## config.mk

```make
export PLATFORM = sky130hd
export DESIGN_NAME = typed_handle_table_engine
export DESIGN_NICKNAME = d
export VERILOG_FILES = /design/src/rtl/tht_pkg.sv /design/src/rtl/tht_kind_cell.sv /design/src/rtl/tht_hmap_cell.sv /design/src/rtl/typed_handle_table_engine.sv
export SDC_FILE = /design/constraint.sdc
export NUM_CORES = 2
export LEC_CHECK = 0
export BUFFER_PORTS_ARGS = -buffer_cell sky130_fd_sc_hd__buf_2
export CAP_MARGIN = 20
export CORE_UTILIZATION = 52
export DETAILED_ROUTE_END_ITERATION = 8
export PLACE_DENSITY = 0.7
export SETUP_SLACK_MARGIN = 0.02
export SLEW_MARGIN = 40
export SYNTH_ARGS = -nofsm -noshare
export SYNTH_HDL_FRONTEND = slang
export SYNTH_SLANG_ARGS = --single-unit
```

## constraint.sdc

```tcl
create_clock -name clk -period 11.25 [get_ports clk]
set_input_delay 2.25 -clock clk [delete_from_list [all_inputs] [get_ports clk]]
set_output_delay 2.25 -clock clk [all_outputs]
set_load 0.005 [all_outputs]
```

## src/rtl/tht_pkg.sv

```systemverilog
// Shared widths, codes and cell control type for the typed handle table engine.
// No dependencies; imported by every module of the block.
`timescale 1ns / 1ps

package tht_pkg;

	localparam int OP_W     = 2;
	localparam int HANDLE_W = 6;
	localparam int KIND_W   = 4;
	localparam int STATUS_W = 3;
	localparam int POS_W    = 6;
	localparam int COUNT_W  = 7;

	localparam int MAX_SLOTS_DEF = 64;
	localparam int KIND_BITS_DEF = 4;

	localparam logic [COUNT_W-1:0] SLOT_LIMIT_RST = 7'd32;
	localparam logic [COUNT_W-1:0] SLOT_LIMIT_MIN = 7'd2;

	typedef enum logic [OP_W-1:0] {
		OP_APPEND,
		OP_DELETE,
		OP_NEXT,
		OP_PREV
	} tht_op_t;

	typedef enum logic [STATUS_W-1:0] {
		ST_OK,
		ST_NOT_FOUND,
		ST_BAD_HANDLE,
		ST_KIND_MISMATCH,
		ST_FULL
	} tht_status_t;

	typedef struct packed {
		logic wr;
		logic del;
	} tht_cell_ctl_t;

endpackage

```

## src/rtl/tht_kind_cell.sv

```systemverilog
// One list position of the kind chain: holds a kind, takes its upper neighbor on delete.
// Depends on tht_pkg.
`timescale 1ns / 1ps

module tht_kind_cell #(
	parameter int KW  = 4,
	parameter int PW  = 6,
	parameter int IDX = 0
) (
	input  logic                  clk,
	input  logic                  arst_n,
	input  tht_pkg::tht_cell_ctl_t ctl,
	input  logic [PW-1:0]         wr_addr,
	input  logic [PW-1:0]         pivot,
	input  logic [PW-1:0]         rd_addr,
	input  logic [KW-1:0]         wr_data,
	input  logic [KW-1:0]         nbr,
	output logic [KW-1:0]         kind_out,
	output logic [KW-1:0]         rd_data
);
	import tht_pkg::*;

	logic [KW-1:0] kind_q;

	always_ff @(posedge clk or negedge arst_n) begin
		if (!arst_n) begin
			kind_q <= '0;
		end else if (ctl.del && (PW'(IDX) >= pivot)) begin
			kind_q <= nbr;
		end else if (ctl.wr && (wr_addr == PW'(IDX))) begin
			kind_q <= wr_data;
		end
	end

	assign kind_out = kind_q;
	assign rd_data  = (rd_addr == PW'(IDX)) ? kind_q : '0;

endmodule

```

## src/rtl/tht_hmap_cell.sv

```systemverilog
// One handle of the handle-to-position map; renumbers itself when a lower entry leaves.
// Depends on tht_pkg.
`timescale 1ns / 1ps

module tht_hmap_cell #(
	parameter int PW  = 6,
	parameter int IDX = 0
) (
	input  logic                      clk,
	input  logic                      arst_n,
	input  tht_pkg::tht_cell_ctl_t     ctl,
	input  logic [tht_pkg::HANDLE_W-1:0] handle,
	input  logic [PW-1:0]             wr_data,
	input  logic [PW-1:0]             pivot,
	output logic [PW-1:0]             rd_data
);
	import tht_pkg::*;

	logic [PW-1:0] pos_q;
	logic          sel;

	assign sel = (handle == HANDLE_W'(IDX));

	always_ff @(posedge clk or negedge arst_n) begin
		if (!arst_n) begin
			pos_q <= '0;
		end else if (ctl.del) begin
			if (sel) begin
				pos_q <= '0;
			end else if (pos_q > pivot) begin
				pos_q <= pos_q - 1'b1;
			end
		end else if (ctl.wr && sel) begin
			pos_q <= wr_data;
		end
	end

	assign rd_data = sel ? pos_q : '0;

endmodule

```

## src/rtl/typed_handle_table_engine.sv

```systemverilog
// Channel  | valid / stall         | word
// ---------+-----------------------+----------------------------------------
// command  | cmd_valid / cmd_stall | operation, handle, kind
// result   | res_valid / res_stall | status, position, entries_used
// config   | cfg_wr_en             | cfg_wr_data (slot limit)
//
// Append and delete pass through S_LOOK, S_EXEC and S_DONE from accept to result;
// searches add S_SEARCH, which walks one list position per cycle.
// One command word is in work at a time; the next is taken while a result waits.
// All cells clear at reset; no clearing pass. A stalled result holds in the
// output register; a finished item waits in S_DONE until the register frees.
// Top level of the typed handle table engine; uses tht_pkg, tht_kind_cell, tht_hmap_cell.
`timescale 1ns / 1ps

module typed_handle_table_engine #(
	parameter int MAX_SLOTS = tht_pkg::MAX_SLOTS_DEF,
	parameter int KIND_BITS = tht_pkg::KIND_BITS_DEF
) (
	input  logic                         clk,
	input  logic                         arst_n,
	input  logic                         cfg_wr_en,
	input  logic [tht_pkg::COUNT_W-1:0]  cfg_wr_data,
	input  logic                         cmd_valid,
	output logic                         cmd_stall,
	input  logic [tht_pkg::OP_W-1:0]     operation,
	input  logic [tht_pkg::HANDLE_W-1:0] handle,
	input  logic [tht_pkg::KIND_W-1:0]   kind,
	output logic                         res_valid,
	input  logic                         res_stall,
	output logic [tht_pkg::STATUS_W-1:0] status,
	output logic [tht_pkg::POS_W-1:0]    position,
	output logic [tht_pkg::COUNT_W-1:0]  entries_used
);
	import tht_pkg::*;

	localparam int HC = (MAX_SLOTS < (1 << HANDLE_W)) ? MAX_SLOTS : (1 << HANDLE_W);
	localparam int NK = (MAX_SLOTS < (1 << COUNT_W)) ? MAX_SLOTS : (1 << COUNT_W);
	localparam int PW = $clog2(NK);
	localparam int CW = $clog2(NK + 1);
	localparam int KW = (KIND_BITS < KIND_W) ? KIND_BITS : KIND_W;

	typedef enum logic [2:0] {
		S_IDLE,
		S_LOOK,
		S_EXEC,
		S_SEARCH,
		S_DONE
	} state_t;

	state_t               state_q;
	tht_op_t              op_q;
	logic [HANDLE_W-1:0]  handle_q;
	logic [KW-1:0]        kind_q;
	logic [COUNT_W-1:0]   slot_limit_q;
	logic [CW-1:0]        used_q;
	logic [CW-1:0]        idx_q;
	logic [CW-1:0]        cnt_q;
	logic [PW-1:0]        hp_q;
	logic [PW-1:0]        rpos_q;
	tht_status_t          rstat_q;
	logic                 res_valid_q;
	tht_status_t          status_q;
	logic [POS_W-1:0]     position_q;
	logic [COUNT_W-1:0]   entries_q;

	logic [CW-1:0]        lim;
	logic [CW-1:0]        nidx;
	logic [CW-1:0]        walk_start;
	logic [PW-1:0]        rd_addr;
	logic [PW-1:0]        wr_pos;
	logic [PW-1:0]        ex_pos;
	tht_status_t          ex_stat;
	logic                 append_ok;
	logic                 delete_ok;
	logic                 h_zero;
	logic                 h_over;
	logic                 fwd;
	logic                 kind_hit;
	logic                 search_last;
	logic                 out_free;
	tht_cell_ctl_t        ctl;

	logic [KW-1:0]        kind_out  [NK];
	logic [KW-1:0]        kind_rd_v [NK];
	logic [PW-1:0]        hp_rd_v   [HC];
	logic [KW-1:0]        kind_rd;
	logic [PW-1:0]        hp_rd;

	// kind chain, one cell per list position
	for (genvar i = 0; i < NK; i++) begin : g_kc
		logic [KW-1:0] nbr;
		if (i == NK - 1) begin : g_last
			assign nbr = '0;
		end else begin : g_mid
			assign nbr = kind_out[i+1];
		end
		tht_kind_cell #(
			.KW  (KW),
			.PW  (PW),
			.IDX (i)
		) u_cell (
			.clk      (clk),
			.arst_n   (arst_n),
			.ctl      (ctl),
			.wr_addr  (wr_pos),
			.pivot    (hp_q),
			.rd_addr  (rd_addr),
			.wr_data  (kind_q),
			.nbr      (nbr),
			.kind_out (kind_out[i]),
			.rd_data  (kind_rd_v[i])
		);
	end

	// handle map, one cell per handle
	for (genvar i = 0; i < HC; i++) begin : g_hc
		tht_hmap_cell #(
			.PW  (PW),
			.IDX (i)
		) u_cell (
			.clk     (clk),
			.arst_n  (arst_n),
			.ctl     (ctl),
			.handle  (handle_q),
			.wr_data (wr_pos),
			.pivot   (hp_q),
			.rd_data (hp_rd_v[i])
		);
	end

	always_comb begin
		kind_rd = '0;
		for (int i = 0; i < NK; i++) begin
			kind_rd |= kind_rd_v[i];
		end
		hp_rd = '0;
		for (int i = 0; i < HC; i++) begin
			hp_rd |= hp_rd_v[i];
		end
	end

	always_comb begin
		if (slot_limit_q < SLOT_LIMIT_MIN) begin
			lim = CW'(SLOT_LIMIT_MIN);
		end else if (32'(slot_limit_q) > NK) begin
			lim = CW'(NK);
		end else begin
			lim = CW'(slot_limit_q);
		end
	end

	assign wr_pos   = PW'(used_q);
	assign h_zero   = (handle_q == '0);
	assign h_over   = (32'(handle_q) >= 32'(lim));
	assign fwd      = (op_q == OP_NEXT);
	assign kind_hit = (kind_rd == kind_q);

	always_comb begin
		ex_stat   = ST_OK;
		ex_pos    = '0;
		append_ok = 1'b0;
		delete_ok = 1'b0;
		unique case (op_q) inside
			OP_APPEND: begin
				if (h_zero || h_over || hp_q != '0) begin
					ex_stat = ST_BAD_HANDLE;
				end else if (kind_q == '0) begin
					ex_stat = ST_KIND_MISMATCH;
				end else if (used_q >= lim) begin
					ex_stat = ST_FULL;
				end else begin
					append_ok = 1'b1;
					ex_pos    = wr_pos;
				end
			end
			OP_DELETE: begin
				if (h_zero || h_over) begin
					ex_stat = ST_BAD_HANDLE;
				end else if (hp_q == '0 || 32'(hp_q) >= 32'(used_q)) begin
					ex_stat = ST_NOT_FOUND;
				end else if (!kind_hit) begin
					ex_stat = ST_KIND_MISMATCH;
				end else begin
					delete_ok = 1'b1;
					ex_pos    = hp_q;
				end
			end
			OP_NEXT, OP_PREV: begin
				if (h_over) begin
					ex_stat = ST_BAD_HANDLE;
				end else if (used_q <= CW'(1)) begin
					ex_stat = ST_NOT_FOUND;
				end
			end
		endcase
	end

	always_comb begin
		if (h_zero) begin
			walk_start = fwd ? CW'(1) : used_q;
		end else begin
			walk_start = CW'(hp_q);
		end
		if (fwd) begin
			nidx = (32'(idx_q) + 1 >= 32'(used_q)) ? CW'(1) : idx_q + CW'(1);
		end else begin
			nidx = (idx_q <= CW'(1) || idx_q > used_q) ? used_q - CW'(1) : idx_q - CW'(1);
		end
	end

	assign rd_addr     = (state_q == S_SEARCH) ? PW'(nidx) : hp_q;
	assign search_last = (32'(cnt_q) + 2 == 32'(used_q));
	assign ctl.wr      = (state_q == S_EXEC) && append_ok;
	assign ctl.del     = (state_q == S_EXEC) && delete_ok;
	assign out_free    = !res_valid_q || !res_stall;
	assign cmd_stall   = (state_q != S_IDLE);

	always_ff @(posedge clk or negedge arst_n) begin
		if (!arst_n) begin
			state_q      <= S_IDLE;
			op_q         <= OP_APPEND;
			res_valid_q  <= 1'b0;
			used_q       <= CW'(1);
			slot_limit_q <= SLOT_LIMIT_RST;
		end else begin
			if (cfg_wr_en) begin
				slot_limit_q <= cfg_wr_data;
			end
			if (res_valid_q && !res_stall && state_q != S_DONE) begin
				res_valid_q <= 1'b0;
			end
			unique case (state_q)
				S_IDLE: begin
					if (cmd_valid) begin
						op_q     <= tht_op_t'(operation);
						handle_q <= handle;
						kind_q   <= kind[KW-1:0];
						state_q  <= S_LOOK;
					end
				end
				S_LOOK: begin
					hp_q    <= hp_rd;
					state_q <= S_EXEC;
				end
				S_EXEC: begin
					rstat_q <= ex_stat;
					rpos_q  <= ex_pos;
					if (append_ok) begin
						used_q <= used_q + CW'(1);
					end
					if (delete_ok) begin
						used_q <= used_q - CW'(1);
					end
					if ((op_q == OP_NEXT || op_q == OP_PREV) && ex_stat == ST_OK) begin
						idx_q   <= walk_start;
						cnt_q   <= '0;
						state_q <= S_SEARCH;
					end else begin
						state_q <= S_DONE;
					end
				end
				S_SEARCH: begin
					if (kind_hit) begin
						rstat_q <= ST_OK;
						rpos_q  <= PW'(nidx);
						state_q <= S_DONE;
					end else if (search_last) begin
						rstat_q <= ST_NOT_FOUND;
						rpos_q  <= '0;
						state_q <= S_DONE;
					end else begin
						idx_q <= nidx;
						cnt_q <= cnt_q + CW'(1);
					end
				end
				S_DONE: begin
					if (out_free) begin
						res_valid_q <= 1'b1;
						status_q    <= rstat_q;
						position_q  <= POS_W'(rpos_q);
						entries_q   <= COUNT_W'(used_q);
						state_q     <= S_IDLE;
					end
				end
				default: begin
					state_q <= S_IDLE;
				end
			endcase
		end
	end

	assign res_valid    = res_valid_q;
	assign status       = status_q;
	assign position     = position_q;
	assign entries_used = entries_q;

endmodule

```

==> flow_metrics.py <==
metrics = {
    "yosys": {
        "ys_warn_count": 0,
        "synthesis.area_mm2": 0.0566,
        "ys.flop_type": "dfrtp_1",
        "synth_nets": 6899,
        "syn-instance-count": 6384,
        "synth_edf_count": 55,
        "ys_seq_elements": 715,
        "synthTopCellsByArea": "dfrtp_1 (29%), ha_1 (11%), mux2_2 (4.2%)",
        "synthTopCellsByCount": "dfrtp_1 (658), ha_1 (491), nand2_1 (446), nor2_1 (385), a21oi_1 (383)",
        "synthDominantCellAreaShare_pct": 29.1,
        "async_flop_share_pct": 92.3,
        "synth_most_common_cell": "dfrtp_1",
        "ys_seq_area_share_pct": 32.1,
        "synth_top_cell_by_area": "dfrtp_1",
        "avgSynthCellArea_um2": 8.86,
        "synth_cell_types": 109,
    },
    "floorplan": {
        "core_area_mm2": 0.108,
        "dieArea_mm2": 0.110,
        "std_cell_rows": 120,
        "initial_core_util_pct": 52.6,
        "boundaryPins": 42,
        "die_w_um": 332,
        "die_h_um": 332,
    },
    "setup_path": {
        "worstPathMaxFanout": 83,
        "cp-endpoint": "g_hc[37].u_cell.pos_q[4]$_DFFE_PN0P_",
        "rr_startpoint": "used_q[2]$_DFFE_PN0P_",
        "crit_type": "reg2reg",
        "startpoint": "used_q[2]$_DFFE_PN0P_",
        "r2r_cells": 20,
        "crit_required_ns": 11.82,
        "arrival_ns": 9.38,
        "r2r_slack_ns": 2.44,
        "timing.rr.end": "g_hc[37].u_cell.pos_q[4]$_DFFE_PN0P_",
        "worstSetupEndpointType": "register",
        "cp-start-kind": "register",
    },
    "pwr": {
        "leakagePower_nw": 26.5,
        "cellPowerDensity_mw_per_mm2": 126,
        "peakVddDrop_mv": 0.114,
    },
    "cts": {
        "clk_pin_slew_ns": 0.07,
        "htreeDepth": 3,
        "cts-hold-fix-buffers": 0,
        "cts_buffer_depth": 3,
        "cts.sinks": 715,
        "tritoncts": "built",
        "post_cts_resized": 0,
        "cts_made_buffers": 86,
        "postCtsSetupRepairBufs": 0,
        "cts-root-buf": "clkbuf_16",
        "clkLatencyLatePin_ns": 0.72,
    },
    "timing": {
        "clock_skew_ns": 0.0357,
        "setup_viol_count_final": 0,
        "maxSlewViolCount": 0,
        "rsz0062_at_grt": "false",
        "post-route-period-util_pct": 78.3,
        "tightest_slew_ns": 1.01,
        "relSlewSlack_pct": 32.2,
        "fmax_mhz": 114,
        "finalWorstPathRequiredPeriod_ns": 8.81,
        "hold_viol_final": 0,
        "tns_ns": 0,
    },
    "drt": {
        "num_vias": 59100,
        "dr.first_iter.drc_count": 8372,
        "via_per_inst": 7.56,
        "drt_pre_antenna_iters": 7,
        "drc_errors": 0,
        "wirelength_mm": 282,
        "post_drt_wl_per_cell_um": 36.1,
        "drtAntennaViolNets": 0,
    },
    "place": {
        "routabilityCongestion": 1.09,
        "placedInstanceArea_mm2": 0.0588,
        "portBuffers": 41,
        "hpwlAfterDp_mm": 198,
    },
    "grt": {
        "grt_pass1_wl_mm": 404,
        "gr-total-overflow": 0,
        "grt_usage_pct": 50.0,
        "antenna_found_initial": 16,
        "grt_pass1_vias": 56100,
        "grt_max_degree": 157,
    },
    "min_path": {
        "hold_class": "reg2reg",
    },
    "finish": {
        "fin_nets": 6862,
        "syn_to_final_growth_pct": 9.32,
        "drive_gt1_share_pct": 11.8,
        "final_area_mm2": 0.0618,
    },
    "status": {
        "status": "finished clean",
    },
    "run": {
        "maxCapViolCount": 0,
    },
}
state kept, by name (all words and copies together), names as in the netlist, 7 cells and up:
| name | cells |
|---|---|
| slot_limit_q | 7 |
| used_q | 7 |
| cnt_q | 7 |
| g_hc.u_cell.pos_q | 384 |
| idx_q | 7 |
| g_kc.u_cell.kind_out | 256 |
| entries_used | 7 |
power by group:
group / total, W / internal (W) / switching, W
combinational: 0.00209 / 0.000543 / 0.00155
sequential: 0.00274 / 0.00266 / 0.0000817
clock: 0.00296 / 0.00167 / 0.00129
total: 0.00779 / 0.00487 / 0.00291
routing by layer:
layer | track usage (%) | vias to the layer above | wire length (um)
met1 | 59.0 | 28400 | 98400
met3 | 14.0 | 1489 | 33700
met2 | 74.3 | 4689 | 119000
li1 | - | 24600 | -
met5 | 0.999 | - | 239
met4 | 44.6 | 20 | 31400
kinds of logic after synthesis:
logic type | after synthesis | synth area share (%)
adder cells (fa/ha/maj) | 491 | 10.9
AND/OR/NAND/NOR | 1972 | 17.8
buffers and inverters | 729 | 5.34
flip-flops | 715 | 32.1
XOR/XNOR | 46 | 0.712
AO/OA/AOI/OAI | 2009 | 25.2
multiplexers | 422 | 7.97
worst max-delay path, stage by stage (launching register included):
cell and delay (ns):
dfrtp_1 0.77, clkinv_1 0.56, ha_1 0.48, a21oi_1 0.17, a21oi_1 0.13, o21ai_1 0.62, a211o_1 0.28, nand3_1 0.59
buf_4 0.49, nand2_1 0.36, nor4_1 0.11, nor4_1 0.30, nand4_1 0.15, nor4_1 0.39, and4_1 0.81, o221a_4 0.54
buf_12 0.45, buf_16 0.40, nand3_1 0.27, o311ai_0 0.48, a32oi_1 0.16
cell type report:
cell class | count | area, um^2
Tap cell | 1403 | 1760
Clock buffer | 118 | 2380
Sequential cell | 715 | 18200
Multi-Input combinational cell | 4940 | 35700
Antenna cell | 5 | 12.5
Timing Repair Buffer | 237 | 1950
Clock inverter | 38 | 470
Inverter | 367 | 1390
Fill cell | 9685 | 45700
worst min path at each step:
stage | startpoint | to | slack [ns] | cells after the start
final | rpos_q[4]$_DFFE_PP_ | position[4]$_DFFE_PP_ | 0.42 | 0
after global routing | rstat_q[1]$_SDFFCE_PP0P_ | status[1]$_DFFE_PP_ | 0.42 | 0
after CTS | rpos_q[4]$_DFFE_PP_ | position[4]$_DFFE_PP_ | 0.42 | 0
after detailed placement | rpos_q[4]$_DFFE_PP_ | position[4]$_DFFE_PP_ | 0.40 | 0
after global placement | rstat_q[0]$_DFFE_PP_ | status[0]$_DFFE_PP_ | 0.40 | 0
after floorplan | rpos_q[0]$_DFFE_PP_ | position[0]$_DFFE_PP_ | 0.40 | 0
placed cells by master (no fill, tap or decap), drive strengths merged, types with 217 or more instances in the layout:
master	n
dfrtp	658
ha	491
nand2	448
a21oi	390
nor2	386
inv	369
o21ai	344
buf	234
nand4	217
mux2	217
per-stage QoR:
stage | utilization [%] | power, W | hold slack [ns] | std cells | setup slack [ns]
6_report | 57.5 | 0.00779 | 0.418 | 7823 | 2.44
4_1_cts | 57.4 | 0.00766 | 0.418 | 7812 | 2.74
5_1_grt | 57.5 | 0.00792 | 0.424 | 7819 | 2.19
3_3_place_gp | 54.4 | 0.00472 | 0.401 | 7645 | 2.94
3_5_place_dp | 54.7 | 0.00475 | 0.405 | 7656 | 2.79
2_1_floorplan | - | 0.00387 | 0.400 | 6384 | 4.85
(Power assumes the default switching activity.)
